File: config.mk
export PLATFORM = sky130hd
export DESIGN_NAME = job_shop_ect_dispatcher
export DESIGN_NICKNAME = d
export VERILOG_FILES = /design/src/sv/jsect_pkg.sv /design/src/sv/jsect_ram.sv /design/src/sv/job_shop_ect_dispatcher.sv
export SDC_FILE = /design/constraint.sdc
export NUM_CORES = 2
export LEC_CHECK = 0
export BUFFER_PORTS_ARGS = -buffer_cell sky130_fd_sc_hd__buf_2
export CAP_MARGIN = 20
export CORE_MARGIN = 2
export CORE_UTILIZATION = 50
export CTS_CLUSTER_DIAMETER = 150
export DETAILED_ROUTE_END_ITERATION = 7
export GPL_TIMING_DRIVEN = 1
export PLACE_DENSITY = 0.65
export SYNTH_ARGS = -nofsm -noshare
export SYNTH_HDL_FRONTEND = slang
export SYNTH_SLANG_ARGS = --single-unit
File: constraint.sdc
create_clock -name clk -period 11.05 [get_ports clk]
set_input_delay 2.21 -clock clk [delete_from_list [all_inputs] [get_ports clk]]
set_output_delay 2.21 -clock clk [all_outputs]
set_load 0.005 [all_outputs]
File: src/sv/jsect_pkg.sv
// Shared widths and constants for the job-shop earliest-completion dispatcher.
// Used by the top level and by its port checker; depends on nothing else.
`timescale 1ns / 1ps

package jsect_pkg;

  localparam int DUR_W   = 16;
  localparam int WT_W    = 16;
  localparam int TIME_W  = 22;
  localparam int CFG_W   = 4;
  localparam int ID_W    = 3;

  localparam logic [TIME_W-1:0] TIME_MAX = {TIME_W{1'b1}};

  localparam int RESULT_CAP = 64;
  localparam int RCNT_W     = $clog2(RESULT_CAP + 1);

  localparam int CFG_IDX_W = 1;
  localparam logic [CFG_IDX_W-1:0] CFG_JOBS     = 1'b0;
  localparam logic [CFG_IDX_W-1:0] CFG_MACHINES = 1'b1;

  localparam logic [CFG_W-1:0] CFG_RESET_COUNT = 4'd8;

endpackage

File: src/sv/jsect_ram.sv
// Generic single-write, single-read RAM with a registered read port.
// Stands alone; instanced by the dispatcher for its operation stores.
`timescale 1ns / 1ps

module jsect_ram #(
  parameter int WIDTH = 8,
  parameter int DEPTH = 64,
  localparam int AW = (DEPTH > 1) ? $clog2(DEPTH) : 1
) (
  input  logic             clk,
  input  logic             we,
  input  logic [AW-1:0]    waddr,
  input  logic [WIDTH-1:0] wdata,
  input  logic [AW-1:0]    raddr,
  output logic [WIDTH-1:0] rdata
);

  logic [WIDTH-1:0] mem [DEPTH];

  always_ff @(posedge clk) begin
    if (we) begin
      mem[waddr] <= wdata;
    end
    rdata <= mem[raddr];
  end

endmodule

File: src/sv/job_shop_ect_dispatcher.sv
// Job-shop dispatcher. Loads one item per cycle while idle (in_ready high when idle).
// On an item marked last_item the block schedules in rounds: each round issues nj
// operation-store reads into a three-step compare pipeline, lets it drain, then commits;
// one round runs per loaded operation of the first nj jobs, plus a final empty round.
// Counting then sums the list lengths; emission reads and puts each result, steps past
// each job and may stall on the output. Synchronous reset empties all lists, counts 8.
`timescale 1ns / 1ps

module job_shop_ect_dispatcher
  import jsect_pkg::*;
#(
  parameter int MAX_JOBS        = 8,
  parameter int MAX_MACHINES    = 8,
  parameter int MAX_OPS_PER_JOB = 8
) (
  input  logic                 clk,
  input  logic                 rst,
  input  logic                 cfg_we,
  input  logic [CFG_IDX_W-1:0] cfg_index,
  input  logic [CFG_W-1:0]     cfg_data,
  input  logic                 in_valid,
  output logic                 in_ready,
  input  logic [ID_W-1:0]      job_id,
  input  logic [ID_W-1:0]      machine_id,
  input  logic [DUR_W-1:0]     duration,
  input  logic [WT_W-1:0]      job_weight,
  input  logic                 last_item,
  output logic                 out_valid,
  input  logic                 out_ready,
  output logic [ID_W-1:0]      out_job,
  output logic [ID_W-1:0]      out_op_index,
  output logic [TIME_W-1:0]    start_time,
  output logic                 last_result
);

  localparam int JW    = (MAX_JOBS > 1) ? $clog2(MAX_JOBS) : 1;
  localparam int JCW   = $clog2(MAX_JOBS + 1);
  localparam int MW    = (MAX_MACHINES > 1) ? $clog2(MAX_MACHINES) : 1;
  localparam int MCW   = $clog2(MAX_MACHINES + 1);
  localparam int OW    = (MAX_OPS_PER_JOB > 1) ? $clog2(MAX_OPS_PER_JOB) : 1;
  localparam int CW    = $clog2(MAX_OPS_PER_JOB + 1);
  localparam int TOT_W = $clog2(MAX_JOBS * MAX_OPS_PER_JOB + 1);
  localparam int DEPTH = MAX_JOBS * (1 << OW);
  localparam int OP_W  = MW + DUR_W;

  localparam logic [2:0] S_IDLE   = 3'd0;
  localparam logic [2:0] S_SCAN   = 3'd1;
  localparam logic [2:0] S_COMMIT = 3'd2;
  localparam logic [2:0] S_COUNT  = 3'd3;
  localparam logic [2:0] S_EMRD   = 3'd4;
  localparam logic [2:0] S_EMPUT  = 3'd5;

  logic [2:0] state;

  logic [CFG_W-1:0] jobs_cfg;
  logic [CFG_W-1:0] machines_cfg;
  logic [JCW-1:0]   nj;
  logic [MCW-1:0]   mlim;

  logic [CW-1:0]     ops_count  [MAX_JOBS];
  logic [CW-1:0]     next_op    [MAX_JOBS];
  logic [WT_W-1:0]   weight     [MAX_JOBS];
  logic [TIME_W-1:0] job_ready  [MAX_JOBS];
  logic [TIME_W-1:0] mach_free  [MAX_MACHINES];

  // Scan pipeline: issue, then start time, then finish and compare.
  logic [JCW-1:0]    issue_j;
  logic              p1_valid;
  logic [JW-1:0]     p1_j;
  logic              p2_valid;
  logic [JW-1:0]     p2_j;
  logic [TIME_W-1:0] p2_st;
  logic [DUR_W-1:0]  p2_dur;
  logic [MW-1:0]     p2_mach;

  logic              found;
  logic [JW-1:0]     best_j;
  logic [TIME_W-1:0] best_fin;
  logic [TIME_W-1:0] best_st;
  logic [WT_W-1:0]   best_w;
  logic [MW-1:0]     best_mach;

  logic [JCW-1:0]    ej;
  logic [CW-1:0]     ek;
  logic [TOT_W-1:0]  total;
  logic [RCNT_W-1:0] lim;
  logic [RCNT_W-1:0] n_out;

  logic              in_fire;
  logic [JW-1:0]     ld_j;
  logic [CW-1:0]     ld_k;
  logic              ld_ok;
  logic              issue_go;
  logic              issue_has;
  logic [JW-1:0]     ij;
  logic [JW-1:0]     ejx;
  logic              out_free;

  logic              op_we;
  logic [$clog2(DEPTH)-1:0] op_waddr;
  logic [$clog2(DEPTH)-1:0] op_raddr;
  logic [OP_W-1:0]   op_rdata;
  logic [MW-1:0]     rd_mach;
  logic [DUR_W-1:0]  rd_dur;

  logic              st_we;
  logic [$clog2(DEPTH)-1:0] st_waddr;
  logic [$clog2(DEPTH)-1:0] st_raddr;
  logic [TIME_W-1:0] st_rdata;

  logic [TIME_W-1:0] a_jr;
  logic [TIME_W-1:0] a_mf;
  logic [TIME_W-1:0] a_st;
  logic [TIME_W:0]   b_sum;
  logic [TIME_W-1:0] b_fin;
  logic [WT_W-1:0]   b_w;
  logic              b_better;

  always_comb begin
    if (jobs_cfg == '0) begin
      nj = JCW'(1);
    end else if (32'(jobs_cfg) > MAX_JOBS) begin
      nj = JCW'(MAX_JOBS);
    end else begin
      nj = JCW'(jobs_cfg);
    end
    if (machines_cfg == '0) begin
      mlim = MCW'(1);
    end else if (32'(machines_cfg) > MAX_MACHINES) begin
      mlim = MCW'(MAX_MACHINES);
    end else begin
      mlim = MCW'(machines_cfg);
    end
  end

  assign in_ready = (state == S_IDLE);
  assign in_fire  = in_valid && in_ready;

  // Loading: append to the job's list when job, machine and capacity allow.
  assign ld_j  = JW'(job_id);
  assign ld_k  = ops_count[ld_j];
  assign ld_ok = (32'(job_id) < MAX_JOBS) && (32'(machine_id) < 32'(mlim)) &&
                 (32'(ld_k) < MAX_OPS_PER_JOB);

  assign op_we    = in_fire && ld_ok;
  assign op_waddr = {ld_j, ld_k[OW-1:0]};

  assign ij        = issue_j[JW-1:0];
  assign issue_go  = (state == S_SCAN) && (issue_j < nj);
  assign issue_has = next_op[ij] < ops_count[ij];
  assign op_raddr  = {ij, next_op[ij][OW-1:0]};

  jsect_ram #(.WIDTH(OP_W), .DEPTH(DEPTH)) u_op_ram (
    .clk   (clk),
    .we    (op_we),
    .waddr (op_waddr),
    .wdata ({MW'(machine_id), duration}),
    .raddr (op_raddr),
    .rdata (op_rdata)
  );

  assign rd_mach = op_rdata[OP_W-1:DUR_W];
  assign rd_dur  = op_rdata[DUR_W-1:0];

  assign ejx      = ej[JW-1:0];
  assign st_we    = (state == S_COMMIT);
  assign st_waddr = {best_j, next_op[best_j][OW-1:0]};
  assign st_raddr = {ejx, ek[OW-1:0]};

  jsect_ram #(.WIDTH(TIME_W), .DEPTH(DEPTH)) u_start_ram (
    .clk   (clk),
    .we    (st_we),
    .waddr (st_waddr),
    .wdata (best_st),
    .raddr (st_raddr),
    .rdata (st_rdata)
  );

  // Start is the later of job-ready and machine-free.
  assign a_jr = job_ready[p1_j];
  assign a_mf = mach_free[rd_mach];
  assign a_st = (a_jr > a_mf) ? a_jr : a_mf;

  // Finish saturates at the top of the time range.
  assign b_sum    = {1'b0, p2_st} + {{(TIME_W + 1 - DUR_W){1'b0}}, p2_dur};
  assign b_fin    = b_sum[TIME_W] ? TIME_MAX : b_sum[TIME_W-1:0];
  assign b_w      = weight[p2_j];
  assign b_better = !found || (b_fin < best_fin) || ((b_fin == best_fin) && (b_w > best_w));

  assign out_free = !out_valid || out_ready;

  always_ff @(posedge clk) begin
    if (rst) begin
      state        <= S_IDLE;
      jobs_cfg     <= CFG_RESET_COUNT;
      machines_cfg <= CFG_RESET_COUNT;
      p1_valid     <= 1'b0;
      p2_valid     <= 1'b0;
      found        <= 1'b0;
      out_valid    <= 1'b0;
      issue_j      <= '0;
      ej           <= '0;
      ek           <= '0;
      n_out        <= '0;
      total        <= '0;
      for (int j = 0; j < MAX_JOBS; j++) begin
        ops_count[j] <= '0;
        next_op[j]   <= '0;
        job_ready[j] <= '0;
      end
      for (int m = 0; m < MAX_MACHINES; m++) begin
        mach_free[m] <= '0;
      end
    end else begin
      if (cfg_we) begin
        if (cfg_index == CFG_JOBS) begin
          jobs_cfg <= cfg_data;
        end else if (cfg_index == CFG_MACHINES) begin
          machines_cfg <= cfg_data;
        end
      end

      // In S_EMPUT the output register is reloaded below instead.
      if (out_valid && out_ready && (state != S_EMPUT)) begin
        out_valid <= 1'b0;
      end

      p1_valid <= issue_go && issue_has;
      p2_valid <= p1_valid;

      case (state)
        S_IDLE: begin
          if (in_fire) begin
            if (ld_ok) begin
              ops_count[ld_j] <= ld_k + CW'(1);
            end
            if (last_item) begin
              issue_j <= '0;
              found   <= 1'b0;
              state   <= S_SCAN;
            end
          end
        end
        S_SCAN: begin
          if (issue_go) begin
            issue_j <= issue_j + JCW'(1);
          end
          if (p2_valid && b_better) begin
            found <= 1'b1;
          end
          if (!issue_go && !p1_valid && !p2_valid) begin
            if (found) begin
              state <= S_COMMIT;
            end else begin
              ej    <= '0;
              total <= '0;
              state <= S_COUNT;
            end
          end
        end
        S_COMMIT: begin
          job_ready[best_j] <= best_fin;
          mach_free[best_mach] <= best_fin;
          next_op[best_j] <= next_op[best_j] + CW'(1);
          issue_j <= '0;
          found   <= 1'b0;
          state   <= S_SCAN;
        end
        S_COUNT: begin
          if (ej < nj) begin
            total <= total + TOT_W'(ops_count[ejx]);
            ej    <= ej + JCW'(1);
          end else begin
            ej    <= '0;
            ek    <= '0;
            n_out <= '0;
            state <= S_EMRD;
          end
        end
        S_EMRD: begin
          // A result remains as long as the count is short of the limit.
          if (n_out == lim) begin
            for (int j = 0; j < MAX_JOBS; j++) begin
              ops_count[j] <= '0;
              next_op[j]   <= '0;
              job_ready[j] <= '0;
            end
            for (int m = 0; m < MAX_MACHINES; m++) begin
              mach_free[m] <= '0;
            end
            state <= S_IDLE;
          end else if (ek >= ops_count[ejx]) begin
            ej <= ej + JCW'(1);
            ek <= '0;
          end else begin
            state <= S_EMPUT;
          end
        end
        S_EMPUT: begin
          if (out_free) begin
            out_valid <= 1'b1;
            n_out     <= n_out + RCNT_W'(1);
            ek        <= ek + CW'(1);
            state     <= S_EMRD;
          end
        end
        default: begin
          state <= S_IDLE;
        end
      endcase
    end
  end

  // Payload registers.
  always_ff @(posedge clk) begin
    if (op_we && (ld_k == '0)) begin
      weight[ld_j] <= job_weight;
    end
    p1_j    <= ij;
    p2_j    <= p1_j;
    p2_st   <= a_st;
    p2_dur  <= rd_dur;
    p2_mach <= rd_mach;
    if (state == S_SCAN && p2_valid && b_better) begin
      best_j    <= p2_j;
      best_fin  <= b_fin;
      best_st   <= p2_st;
      best_w    <= b_w;
      best_mach <= p2_mach;
    end
    if (state == S_COUNT && !(ej < nj)) begin
      lim <= (32'(total) > RESULT_CAP) ? RCNT_W'(RESULT_CAP) : RCNT_W'(total);
    end
    if (state == S_EMPUT && out_free) begin
      out_job      <= ID_W'(ej);
      out_op_index <= ID_W'(ek);
      start_time   <= st_rdata;
      last_result  <= (n_out + RCNT_W'(1)) == lim;
    end
  end

endmodule

==> run_results.csv <==
group,metric,value,unit
cells_and_area,final_common_cell,"edfxtp_1",
floorplan,initial_utilization,50.2,%
placed_design,place_ws,4620,ps
setup_path,max_stage_delay,740,ps
sta,finalSetupViolCount,0,
clocking,postCtsSetupRepairBufs,0,
worst_hold_path,hold_path_depth,0,
yosys,ys_seq_area_share,74.4,%
worst_hold_path,hold_path_end,"start_time[3]$_DFFE_PP_",
yosys,netlist_instances,8141,
clocking,cts_buffers,346,
yosys,async_flop_share,0,%
clocking,clockRootBuffer,"clkbuf_16",
clocking,cts_max_path_buffers,4,
setup_path,arrival,7020,ps
placed_design,numPortBuffers,79,
cells_and_area,final_cells,12100,
sta,layout_setup_ws,4530,ps
setup_path,cp_common_cell,"a21o_1",
yosys,synth-edff-count,3270,
global_routing,grt_pass1_vias,72200,
floorplan,die_area,275000,µm²
cells_and_area,synthToLayoutAreaGrowth,12.0,%
worst_hold_path,hold_class,"flip-flop to flip-flop",
setup_path,r2r_cells,21,
worst_hold_path,holdCritStartpoint,"u_start_ram.rdata[3]$_DFF_P_",
clocking,cts.repair.resized,0,
yosys,synthesis.area,136000,µm²
cells_and_area,num-nets-final,8417,
cells_and_area,layout-drive-gt1-share,19.0,%
setup_path,r2r-start,"p2_st[0]$_DFF_P_",
floorplan,coreArea,270000,µm²
global_routing,grt_max_degree,187,
cells_and_area,nFillCells,20400,
run_status,status,"complete, no violations",
global_routing,track_usage,25.0,%
global_routing,grt_pass1_wl,504,mm
drt,viasPerCell,6.16,
drt,wl_per_cell,28.9,µm
clocking,ctsHtreeMaxLevel,5,
sta,tightest_slew,1130,ps
clocking,cts_sinks,3408,
sta,maxClockFrequency,153,MHz
yosys,ys_ff_latch,3408,
setup_path,setup.worst_path.class,"flip-flop to flip-flop",
sta,finalHoldViolCount,0,
power_and_ir_drop,leakage,50.1,nW
drt,routed_wl,351,mm
floorplan,dieHeight,525,µm
floorplan,num_io_pins,80,
sta,period_share,59.0,%
cells_and_area,layout_common_cells,"edfxtp_1 (3,270), nand2_1 (1,471), mux4_2 (616)",
floorplan,dieWidth,525,µm
global_routing,antenna_found_initial,35,
setup_path,r2r_slack,4530,ps
yosys,ys.flop_type,"edfxtp_1",
drt,dr_total_vias,74700,
floorplan,fp-row-count,191,
setup_path,cp_slowest_cell,"buf_4",
clocking,hold_buffers,0,
setup_path,critPathMaxFanout,66,
clocking,insertion_delay,930,ps
global_routing,grt_overflow,0,
flow_run,drv_cap,0,
drt,ant_nets,0,
yosys,yosysWarnings,0,
sta,rsz0062_at_grt,"false",
sta,min_period,6520,ps
setup_path,path_delay_family,"compound AO/OA/AOI/OAI gates",
setup_path,required,11550,ps
power_and_ir_drop,peakVddDrop,0.152,mV
drt,drt_drc_violations_left,0,
placed_design,placed_cells,11500,
yosys,synth_fp_nets,8294,
setup_path,crit_chain,"ha_1 -> fa_1 -> a21oi_1 -> o21bai_1 -> a211oi_1 -> o21ai_0 -> nand3_1 -> a311oi_2 -> nand2_1 -> nand2_1 -> ha_1 -> a21o_1 -> a21o_1 -> a21o_1 -> a211oi_1 -> o21bai_1 -> a21o_1 -> a221oi_1 -> o311ai_0 -> inv_2 -> buf_4",
setup_path,critPathLaunchType,"flip-flop",
sta,finClkSkew,74.0,ps
setup_path,worst-path-buf-inv,2,
sta,fin_tns_setup,0,ps
power_and_ir_drop,power.density,188,nW/µm²
setup_path,reg2reg_to,"best_st[21]$_DFFE_PP_",
yosys,synth.distinct_cells,71,
sta,slew_headroom,24.9,%
placed_design,place_congestion,0.927,
clocking,cts_tree,"yes",
setup_path,worstSetupEndpointType,"flip-flop",
yosys,avgSynthCellArea,16.7,µm²
sta,final_max_slew_viol_count,0,
placed_design,dp_hpwl,202,mm
drt,initialDrtViolationCount,9970,
drt,dr.pass1.iters,6,
clocking,clkTransAtPathRegs,60,ps
-- flip-flops by register name (all words and copies together), names as in the netlist, 4 cells and up, named ones only --
| register | cells |
|---|---|
| start_time | 22 |
| issue_j | 4 |
| ek | 4 |
| next_op | 32 |
| ej | 4 |
| ops_count | 32 |
| best_w | 16 |
| lim | 7 |
| best_st | 22 |
| u_start_ram.mem | 1408 |
| jobs_cfg | 4 |
| u_start_ram.rdata | 22 |
| job_ready | 176 |
| total | 7 |
| weight | 128 |
| mach_free | 176 |
| u_op_ram.mem | 1216 |
| p2_dur | 16 |
| machines_cfg | 4 |
| p2_st | 22 |
| n_out | 7 |
| best_fin | 22 |
| u_op_ram.rdata | 19 |
-- layout make-up --
type / instances / area (µm²) / share of cell area, %
antenna: 13 / 32.5 / 0.0214
inverter: 84 / 318 / 0.209
timing repair buffer: 293 / 2200 / 1.45
clock buffer: 435 / 9260 / 6.10
clock inverter: 196 / 2040 / 1.34
multi-input combinational: 4131 / 32600 / 21.4
tap: 3570 / 4470 / 2.94
sequential: 3408 / 101000 / 66.5
-- per-stage QoR --
| step | util [%] | total power [mW] | hold slack, ps | cell area [µm²] |
|---|---|---|---|---|
| final | 56.2 | 28.6 | 396 | 152000 |
| after global routing | 56.2 | 29.4 | 391 | 152000 |
| after global placement | 51.9 | 17.1 | 386 | 140000 |
| after CTS | 56.1 | 28.7 | 388 | 152000 |
| after detailed placement | 51.9 | 17.2 | 389 | 140000 |
| after floorplan | - | 16.2 | 310 | 136000 |
-- synth_stat cells, drive strengths merged, types with 20 or more instances --
cell	instances	area share, %
nand2b	28	0.13
a21oi	104	0.38
mux2	48	0.40
nor3	169	0.62
mux2i	65	0.49
nand3	193	0.72
ha	102	0.94
a221oi	40	0.26
xnor2	22	0.14
inv	63	0.17
o22ai	39	0.18
clkinv	21	0.058
a31oi	121	0.56
nor2b	28	0.13
clkbuf	307	0.85
and3	166	0.77
dfxtp	138	2.0
a311oi	38	0.25
buf	211	0.80
nor4	47	0.22
a22oi	20	0.11
edfxtp	3270	72
nor2	415	1.1
a21o	27	0.15
o21ai	193	0.71
o221ai	57	0.37
nand2	1473	4.1
mux4	616	10
-- layer usage --
layer | global-route usage, % | wire, µm | vias to the layer above
met5 | 0 | 40 | -
met4 | 8.21 | 11600 | 6
met3 | 3.91 | 31100 | 636
met2 | 39.5 | 166000 | 3788
met1 | 36.0 | 142000 | 38400
li1 | - | - | 31800
-- how the worst max path moves through the flow --
stage | startpoint | to | slack (ps) | cells past startpoint
after detailed placement | p2_st[0]$_DFF_P_ | best_fin[20]$_DFFE_PP_ | 4620 | 21
after global routing | p2_st[0]$_DFF_P_ | best_st[21]$_DFFE_PP_ | 4090 | 21
after CTS | p2_st[0]$_DFF_P_ | best_st[21]$_DFFE_PP_ | 4550 | 21
after global placement | p2_st[0]$_DFF_P_ | best_st[11]$_DFFE_PP_ | 4690 | 21
after floorplan | p2_st[0]$_DFF_P_ | best_fin[0]$_DFFE_PP_ | 5140 | 21
final | p2_st[0]$_DFF_P_ | best_st[21]$_DFFE_PP_ | 4530 | 21
-- logic make-up after synthesis --
kind of cell / share of synthesized area (%)
AO/OA/AOI/OAI: 3.31
XOR/XNOR: 0.232
adder cells (fa/ha/maj): 0.971
buffers and inverters: 1.88
flip-flops: 74.4
multiplexers: 11.1
AND/OR/NAND/NOR: 8.04
-- report_power, final --
part           total [mW]  switching (mW)  internal (mW)
Combinational        2.50            1.68          0.824
Sequential           14.4           0.158           14.3
Clock                11.7            4.95           6.70
(Power assumes the default switching activity.)
